--- src/qpd_pkg.sv ---
package qpd_pkg;

    localparam logic [7:0] QP_EQ = 8'h3D;
    localparam logic [7:0] QP_CR = 8'h0D;
    localparam logic [7:0] QP_LF = 8'h0A;

    localparam int MAX_RES = 3;

    typedef enum logic [1:0] {
        HELD_NONE = 2'd0,
        HELD_EQ   = 2'd1,
        HELD_PAIR = 2'd2,
        HELD_BAD  = 2'd3
    } held_t;

    typedef struct packed {
        logic [7:0] out_byte;
        logic       has_data;
        logic       out_last;
    } qpd_res_t;

    typedef struct packed {
        qpd_res_t [MAX_RES-1:0] res;
        logic [1:0]             n;
    } qpd_batch_t;

    typedef struct packed {
        qpd_batch_t batch;
        held_t      cnt;
        logic [7:0] fol;
    } qpd_step_t;

    function automatic qpd_res_t data_res(input logic [7:0] b);
        qpd_res_t r;
        begin
            r.out_byte = b;
            r.has_data = 1'b1;
            r.out_last = 1'b0;
            return r;
        end
    endfunction

    // valid flag and digit value
    function automatic logic [4:0] hex_digit(input logic [7:0] c);
        logic [4:0] d;
        begin
            d = '0;
            if (c >= 8'h30 && c <= 8'h39)
            begin
                d = {1'b1, c[3:0]};
            end
            else if ((c >= 8'h41 && c <= 8'h46) || (c >= 8'h61 && c <= 8'h66))
            begin
                d = {1'b1, c[3:0] + 4'd9};
            end
            return d;
        end
    endfunction

    function automatic qpd_step_t qpd_step(
        input held_t      cnt,
        input logic [7:0] fol,
        input logic [7:0] b,
        input logic       last
    );
        qpd_step_t  s;
        held_t      c;
        logic [7:0] h;
        logic [1:0] n;
        logic [4:0] hi;
        logic [4:0] lo;
        begin
            s  = '0;
            n  = 2'd0;
            c  = cnt;
            h  = fol;
            hi = hex_digit(fol);
            lo = hex_digit(b);
            if (c != HELD_PAIR)
            begin
                if (c == HELD_EQ)
                begin
                    c = HELD_PAIR;
                    h = b;
                end
                else if (b == QP_EQ)
                begin
                    c = HELD_EQ;
                end
                else
                begin
                    c = HELD_NONE;
                    s.batch.res[n] = data_res(b);
                    n = n + 2'd1;
                end
            end
            else
            begin
                c = HELD_NONE;
                h = 8'h00;
                if (fol == QP_CR || fol == QP_LF)
                begin
                    // soft line break
                    if (!(fol == QP_CR && b == QP_LF))
                    begin
                        if (b == QP_EQ)
                        begin
                            c = HELD_EQ;
                        end
                        else
                        begin
                            s.batch.res[n] = data_res(b);
                            n = n + 2'd1;
                        end
                    end
                end
                else if (hi[4] && lo[4])
                begin
                    s.batch.res[n] = data_res({hi[3:0], lo[3:0]});
                    n = n + 2'd1;
                end
                else
                begin
                    // bad escape: pass the '=' and decode the held bytes again
                    s.batch.res[n] = data_res(QP_EQ);
                    n = n + 2'd1;
                    if (fol == QP_EQ)
                    begin
                        c = HELD_EQ;
                    end
                    else
                    begin
                        s.batch.res[n] = data_res(fol);
                        n = n + 2'd1;
                    end
                    if (c == HELD_EQ)
                    begin
                        c = HELD_PAIR;
                        h = b;
                    end
                    else if (b == QP_EQ)
                    begin
                        c = HELD_EQ;
                    end
                    else
                    begin
                        s.batch.res[n] = data_res(b);
                        n = n + 2'd1;
                    end
                end
            end
            if (last)
            begin
                if (c == HELD_EQ)
                begin
                    s.batch.res[n] = data_res(QP_EQ);
                    n = n + 2'd1;
                end
                else if (c == HELD_PAIR)
                begin
                    s.batch.res[n] = data_res(QP_EQ);
                    n = n + 2'd1;
                    s.batch.res[n] = data_res(h);
                    n = n + 2'd1;
                end
                c = HELD_NONE;
                h = 8'h00;
                if (n == 2'd0)
                begin
                    s.batch.res[0].out_byte = 8'h00;
                    s.batch.res[0].has_data = 1'b0;
                    s.batch.res[0].out_last = 1'b1;
                    n = 2'd1;
                end
                else
                begin
                    s.batch.res[n - 2'd1].out_last = 1'b1;
                end
            end
            s.batch.n = n;
            s.cnt     = c;
            s.fol     = h;
            return s;
        end
    endfunction

endpackage

--- src/qpd_ifs.sv ---
interface qpd_in_if;
    logic       valid;
    logic       ready;
    logic [7:0] in_byte;
    logic       in_last;

    modport source (output valid, output in_byte, output in_last, input ready);
    modport sink (input valid, input in_byte, input in_last, output ready);
endinterface

interface qpd_out_if;
    logic       valid;
    logic       ready;
    logic [7:0] out_byte;
    logic       has_data;
    logic       out_last;

    modport source (output valid, output out_byte, output has_data, output out_last,
                    input ready);
    modport sink (input valid, input out_byte, input has_data, input out_last,
                  output ready);
endinterface

--- src/qpd_step.sv ---
module qpd_step (
    input  logic               clk,
    input  logic               rst_n,
    qpd_in_if.sink             enc,
    input  logic               room,
    output logic               fire,
    output qpd_pkg::qpd_batch_t batch
);

    logic                valid_reg;
    logic [7:0]          byte_reg;
    logic                last_reg;
    qpd_pkg::held_t      cnt_reg;
    logic [7:0]          fol_reg;
    qpd_pkg::qpd_step_t  step;
    logic                take;

    assign fire      = valid_reg && room;
    assign enc.ready = !valid_reg || room;
    assign take      = enc.valid && enc.ready;

    always_comb
    begin
        step  = qpd_pkg::qpd_step(cnt_reg, fol_reg, byte_reg, last_reg);
        batch = step.batch;
    end

    // input register
    always_ff @(posedge clk or negedge rst_n)
    begin
        if (!rst_n)
        begin
            valid_reg <= 1'b0;
        end
        else if (enc.ready)
        begin
            valid_reg <= enc.valid;
        end
    end

    always_ff @(posedge clk)
    begin
        if (take)
        begin
            byte_reg <= enc.in_byte;
            last_reg <= enc.in_last;
        end
    end

    // held escape state
    always_ff @(posedge clk or negedge rst_n)
    begin
        if (!rst_n)
        begin
            cnt_reg <= qpd_pkg::HELD_NONE;
            fol_reg <= 8'h00;
        end
        else if (fire)
        begin
            cnt_reg <= step.cnt;
            fol_reg <= step.fol;
        end
    end

endmodule

--- src/qpd_outq.sv ---
module qpd_outq (
    input  logic                clk,
    input  logic                rst_n,
    input  logic                fire,
    input  qpd_pkg::qpd_batch_t batch,
    output logic                room,
    qpd_out_if.source           dec
);

    qpd_pkg::qpd_res_t [qpd_pkg::MAX_RES-1:0] q_reg;
    qpd_pkg::qpd_res_t [qpd_pkg::MAX_RES-1:0] q_next;
    logic [1:0]                               qc_reg;
    logic [1:0]                               qc_next;
    logic                                     pop;

    assign pop  = (qc_reg != 2'd0) && dec.ready;
    assign room = (qc_reg == 2'd0) || (qc_reg == 2'd1 && pop);

    assign dec.valid    = qc_reg != 2'd0;
    assign dec.out_byte = q_reg[0].out_byte;
    assign dec.has_data = q_reg[0].has_data;
    assign dec.out_last = q_reg[0].out_last;

    always_comb
    begin
        q_next  = q_reg;
        qc_next = qc_reg;
        if (fire)
        begin
            q_next  = batch.res;
            qc_next = batch.n;
        end
        else if (pop)
        begin
            q_next[0] = q_reg[1];
            q_next[1] = q_reg[2];
            qc_next   = qc_reg - 2'd1;
        end
    end

    always_ff @(posedge clk or negedge rst_n)
    begin
        if (!rst_n)
        begin
            qc_reg <= 2'd0;
        end
        else
        begin
            qc_reg <= qc_next;
        end
    end

    always_ff @(posedge clk)
    begin
        q_reg <= q_next;
    end

endmodule

--- src/quoted_printable_decoder_core.sv ---
// Quoted-printable decoder. Takes one encoded byte per cycle on enc, while
// the result register has room, and delivers decoded bytes on dec; the first
// result of a request passes through the input register and then the result
// register. A hex escape's last byte or a plain byte gives one result; a
// soft line break gives none; an invalid escape or a stream end with a held
// '=' gives up to three, and the three-entry result register then holds enc
// while it drains. Bytes that only start an escape give no result. The
// request with in_last set always gives at least one result, the last
// carrying out_last; a bare end marker has has_data low.
module quoted_printable_decoder_core (
    input  logic      clk,
    input  logic      rst_n,
    qpd_in_if.sink    enc,
    qpd_out_if.source dec
);

    logic                room;
    logic                fire;
    qpd_pkg::qpd_batch_t batch;

    qpd_step u_step (
        .clk   (clk),
        .rst_n (rst_n),
        .enc   (enc),
        .room  (room),
        .fire  (fire),
        .batch (batch)
    );

    qpd_outq u_outq (
        .clk   (clk),
        .rst_n (rst_n),
        .fire  (fire),
        .batch (batch),
        .room  (room),
        .dec   (dec)
    );

endmodule

--- src/flat_wrapper.sv ---
// flat-port wrapper written by rule: the top's interface ports become plain ports
module quoted_printable_decoder_core_flat 
  (clk, rst_n, enc_valid, enc_in_byte, enc_in_last, enc_ready, dec_valid, dec_out_byte, dec_has_data, dec_out_last, dec_ready);
  qpd_in_if enc_i ();
  qpd_out_if dec_i ();
  input  logic clk;
  input  logic rst_n;
  input wire logic [$bits(enc_i.valid)-1:0] enc_valid;
  input wire logic [$bits(enc_i.in_byte)-1:0] enc_in_byte;
  input wire logic [$bits(enc_i.in_last)-1:0] enc_in_last;
  output wire logic [$bits(enc_i.ready)-1:0] enc_ready;
  output wire logic [$bits(dec_i.valid)-1:0] dec_valid;
  output wire logic [$bits(dec_i.out_byte)-1:0] dec_out_byte;
  output wire logic [$bits(dec_i.has_data)-1:0] dec_has_data;
  output wire logic [$bits(dec_i.out_last)-1:0] dec_out_last;
  input wire logic [$bits(dec_i.ready)-1:0] dec_ready;
  assign enc_i.valid = enc_valid;
  assign enc_i.in_byte = enc_in_byte;
  assign enc_i.in_last = enc_in_last;
  assign enc_ready = enc_i.ready;
  assign dec_valid = dec_i.valid;
  assign dec_out_byte = dec_i.out_byte;
  assign dec_has_data = dec_i.has_data;
  assign dec_out_last = dec_i.out_last;
  assign dec_i.ready = dec_ready;
  quoted_printable_decoder_core u_core (.clk(clk), .rst_n(rst_n), .enc(enc_i), .dec(dec_i));
endmodule
--- config.mk ---
export PLATFORM = sky130hd
export DESIGN_NAME = quoted_printable_decoder_core_flat
export DESIGN_NICKNAME = d
export VERILOG_FILES = /design/src/qpd_pkg.sv /design/src/qpd_ifs.sv /design/src/qpd_step.sv /design/src/qpd_outq.sv /design/src/quoted_printable_decoder_core.sv /design/src/flat_wrapper.sv
export SDC_FILE = /design/constraint.sdc
export NUM_CORES = 1
export LEC_CHECK = 0
export BUFFER_PORTS_ARGS = -buffer_cell sky130_fd_sc_hd__buf_2
export CAP_MARGIN = 0
export CORE_ASPECT_RATIO = 1.1
export CORE_MARGIN = 2
export CORE_UTILIZATION = 55
export DETAILED_ROUTE_END_ITERATION = 16
export PLACE_DENSITY_LB_ADDON = 0.1
export SETUP_SLACK_MARGIN = 0.4
export SYNTH_ARGS = -nofsm -noshare
export SYNTH_HDL_FRONTEND = slang
export SYNTH_SLANG_ARGS = --single-unit
--- constraint.sdc ---
create_clock -name clk -period 4.3 [get_ports clk]
set_clock_uncertainty 0.15 [all_clocks]
set_input_delay 1.29 -clock clk [delete_from_list [all_inputs] [get_ports clk]]
set_output_delay 1.29 -clock clk [all_outputs]
set_load 0.01 [all_outputs]
Word-level counts from Yosys, hierarchy flattened:

Index checks and enable logic that the tools add are counted.
Widths: inputs -> output; s select.

* logic and storage cells: 158
* output and inout bits: 12
* flip-flop bits (word level): 52
* input bits: 13

* eq/ne operators: 11
* reductions and logical operators: 26
* magnitude comparators: 20
* bitwise gates (word level): 3
* muxes and demuxes: 76
* add/subtract/negate cells: 7

Operators by type and width (count)
* $mux 30: 6
* $mux 10: 14
* $mux 20: 6
* $bwmux 30: 3
* $demux 10 s2: 4
* $mux 2: 26
* $mux 8: 6
* $ge 8x7->1 const B: 4
* $le 8x7->1 const B: 4
* $eq 8x4->1 const B: 3
* $mux 5: 4
* $or 18x18->18: 1
* $eq 8x6->1 const B: 2
* $ge 8x6->1 const B: 2
* $le 8x6->1 const B: 2
* $logic_and 1x1->1: 16
* $and 12x12->12: 1
* $lt 2x3->1 const B: 4
* $not 12->12: 1
* $add 4x4->4 const B: 2
* $eq 2x1->1 const B: 4
* $ge 2x1->1 const B: 4
* $mux 1: 7
* $add 2x1->2 const B: 3
* 7 further kinds: 14

Logic depth before layout (Yosys ltp):

* depth after elaboration: 29
* gate-level depth with buffers: 15
* gate-level depth less buffers: 14

By module:

A second synthesis with hierarchy kept.

* cells, all modules: 358
* area, all modules: 3614.7 um^2

Modules (own cells, without submodules)
* qpd_step: cells each 279, area each 2245.9 um^2, instances 1, sequential area each 545.5 um^2
* qpd_outq: cells each 79, area each 1368.8 um^2, instances 1, sequential area each 950.9 um^2

Least setup slack after synthesis:

Ideal clock, no wire load.

* path kind: register to register
* from: reg u_core.u_step.fol_reg[7]
* to: reg u_core.u_outq.q_reg (netlist bit u_core.u_outq.dec.out_byte[2]), data pin
* clock period less this slack: 3571 ps
* data required time: 3889 ps
* buffers on the path: 1
* arrival: 3160 ps
* cell stages (with the launch flop): 11
* path slack: 729 ps
* library setup time: 261 ps
* cell sequence: dfrtp_1 -> nor4bb_1 -> a21boi_0 -> o2111ai_1 -> nand2_1 -> inv_1 -> buf_2 -> ha_1 -> a31oi_4 -> o221ai_2 -> a221o_1

RTL lines
* start, declared: line qpd_step.sv:14 `logic [7:0] fol_reg;`
* start signal, assigned: line qpd_step.sv:61 `fol_reg <= step.fol;`
* end signal, assigned: line qpd_outq.sv:55 `q_reg <= q_next;`
* end, declared: line qpd_outq.sv:10 `qpd_pkg::qpd_res_t [qpd_pkg::MAX_RES-1:0] q_reg;`

==> summary.md <==
| Metric | Value |
|---|---|
| Status | `finished clean` |
| Hold buffers post-CTS | `0` |
| CTS H-tree depth | `2` |
| Initial antenna violation count | `0` |
| Syn avg cell area | `roughly 9.6 sq um` |
| Post-synth top area share | `34.6%` |
| Mapped Cells | `354` |
| Most common cell in the netlist | `edfxtp_1` |
| Final Max Slew Viols | `0` |
| Met3 wire len | `689 microns` |
| Post-synth net total | `382` |
| Post-synthesis register bit count | `52` |
| Initial core utilization | `around 58%` |
| Pwr dens | `605 nW/um^2` |
| Hold WS | `394 ps` |
| Post-cts sizing count | `0` |
| CP peak stage delay | `~640 ps` |
| Top cells by count, synth | `edfxtp_1, nand2_1, o21ai_0` |
| Register area share after synthesis | `44.2%` |
| WP data required | `about 4300 ps` |
| Unrepaired setup endpoints after global routing | `yes` |
| Syn Std Cell Area | `3380 sq um` |
| Metal-1 WL | `between 4000 and 5000 microns` |
| Post-CTS setup repair buffer count | `0` |
| Final Cycle Share | `a little over four fifths` |
| Core Region | `slightly below 6000 sq um` |
| Max_slew headroom | `between 20% and 30%` |
| Inserted Clock Buffers | `5` |
| Reg-to-Reg Start | `u_core.u_step.fol_reg[7]` |
| Post-DP HPWL | `7120 microns` |
| Top post-synthesis cells by area | `edfxtp_1, dfrtp_1, ha_1` |
| Synth area leader | `edfxtp_1` |
| Final GP Congestion | `0.964` |
| Detailed-route via count | `approximately 2.9k` |
| Area grow syn2layout | `8.14%` |
| Die Width | `78.8 microns` |
| Synth warnings | `0` |
| Largest register FFs | `20` |
| Leakage | `1.45 nW` |
| Largest net degree at the start of global routing | `25` |
| Clock root buffer | `clkbuf_8` |
| Share of cells above drive strength 1 | `15.6%` |
| CP endpoint kind | `flop` |
| Port Buffers | `24` |
| Worst skew pair latency | `310 ps` |
| Distinct cells, synth | `~60` |
| Slowest CP cell | `or4_1` |
| Number of fill cells | `~510` |
| Pre-CTS WS | `514 ps` |
| Pre-antenna DRT Iters | `5` |
| CP arrival | `3680 ps` |
| CP cell instances | `or4_1 > o31a_1 > nand3_1 > nand2_1 > inv_1 > ha_1 > nor2_1 > nor2_2 > o21bai_4 > nor3_1 > a221o_1` |
| TritonCTS sink count | `52` |
| CTS tree | `built` |
| # placed instances | `441` |
| Max-Cap Viols | `0` |
| DR vias/cell | `between 6 and 7` |
| Critical Path Source | `u_core.u_step.fol_reg[7]` |
| Starting DRC count in detailed routing | `about 320` |
| Full die area | `6800 sq um` |
| TNS Setup | `0 ps` |
| Worst-path clk slew | `100 ps` |
| Max frequency | `274 MHz` |
| Grt total ovfl | `0` |
| GRT Util Overall | `a little under a third` |
| Critical path fanouts, max | `7` |
| Period minus WS final | `around 3700 ps` |
| Number of flops mapped to enable cells by yosys | `39` |
| Reg area | `1500 sq um` |
| Max layer used | `met4` |
| Layout Nets | `399` |
| Peak VDD IR | `494 uV` |
| Worst-margin pin slew | `between 1000 and 1500 ps` |
| DRC viols | `0` |
| # rows | `29` |
| R2r endpoint | `u_core.u_outq.dec.out_byte[4]` |
| Crit path capture | `u_core.u_outq.dec.out_byte[4]` |
| Hold Fails Final Rpt | `0` |
| Routed length on met2 | `4440 microns` |
| Drt total wl | `9510 microns` |
| Cell Count, Final, Fillers Out | `449` |
| Die height | `86.3 microns` |
| IO Count | `25` |
| Vias in the first global route | `around 2.9k` |
| First-pass GRT wire length | `15400 microns` |
| WL/cell | `21.2 microns` |
| Worst Setup Start Kind | `flop` |
| Final setup violation count | `0` |
| Area occupied by multi-input gates | `1710 sq um` |
| Critical path type | `flop to flop` |
| Maximum root-to-sink buffer count | `2` |
| Hold crit path type | `flop to flop` |
| R2r setup slk | `650 ps` |
| FF-to-FF path depth | `11` |
| N_diodes | `0` |
| Slack of the critical path | `646 ps` |
| Routed Antenna Nets | `0` |
| Ys async rst share | `25.0%` |
| Top_reg_cell synth | `edfxtp_1` |
power by group:
part	internal (mW)	switching (mW)
registers	0.827	0.165
clock network	0.114	0.164
logic	0.366	0.579
total	1.31	0.908
cell families after synthesis:
logic type,Yosys count,share of synthesized area (%)
adders and majority gates,15,5.55
and+or+nand+nor,114,17.2
AOI/OAI and AO/OA,126,26.0
xor gates and xnor gates,4,1.04
buffers and inverters,42,5.66
DFF,52,44.2
muxes,1,0.296
metal layers:
| metal | GRT usage [%] | vias up |
|---|---|---|
| met4 | 10.2 | 0 |
| met3 | 3.65 | 25 |
| met1 | 42.3 | 1367 |
| met2 | 48.6 | 167 |
| met5 | 0 | - |
| li1 | - | 1371 |
cell usage in the layout, fill, tap and decap left out, types with 3 or more instances in the layout:
cell      Yosys  routed
inv_1        16      16
ha_1         15      15
nor3b_1       6       6
nand2_1      38      38
nand2b_1      4       4
edfxtp_1     39      39
a22oi_1      14      14
a21oi_1      21      21
and2_1        3       3
o22ai_1       7       7
clkbuf_8      0       5
dfrtp_1      13      13
o211ai_1      3       3
buf_4         8      12
a31oi_1       8       8
a221o_1       5       5
a211oi_1      3       3
nand3_1      12      12
buf_2         3      24
and3_1        6       6
xnor2_1       4       4
nor2b_1       3       3
o31ai_1       5       5
nor2_1       18      17
o21a_1        6       6
o21ai_0      24      23
nor3_1        8       8
a31o_2        4       4
a21boi_0      4       4
metrics by stage:
stage                     instance area (sq um)  util [%]  power (mW)
final                                      3660      62.6        2.21
after CTS                                  3640      62.4        2.21
after detailed placement                   3560      60.9        1.93
after global routing                       3660      62.6        2.37
after global placement                     3560      60.9        1.92
after floorplan                            3380         -        1.63
worst min path at each step:
stage | startpoint | to | cells past startpoint
4_1_cts | u_core.u_outq.q_reg[10] | u_core.u_outq.dec.out_last | 2
2_1_floorplan | u_core.u_outq.q_reg[21] | u_core.u_outq.q_reg[11] | 2
3_5_place_dp | u_core.u_outq.q_reg[10] | u_core.u_outq.dec.out_last | 2
6_report | u_core.u_outq.q_reg[10] | u_core.u_outq.dec.out_last | 2
5_1_grt | u_core.u_outq.q_reg[10] | u_core.u_outq.dec.out_last | 2
3_3_place_gp | u_core.u_outq.q_reg[10] | u_core.u_outq.dec.out_last | 2
critical path, delay by kind of cell (launching register included):
kind / cells / cell delay (ps)
DFF: 1 / 460
and+or+nand+nor: 6 / 1750
AOI/OAI and AO/OA: 3 / 730
buffers and inverters: 1 / 160
adders and majority gates: 1 / 270
final cells by class:
| cell class | count | area share, % |
|---|---|---|
| multi-input cells | 260 | 46.7 |
| flip-flops and latches | 52 | 40.9 |
| repair buffers | 36 | 5.75 |
| well taps | 77 | 2.63 |
| clock buffers | 5 | 1.88 |
| inverters | 16 | 1.64 |
| clock inverters | 3 | 0.479 |
(Power assumes the default switching activity.)
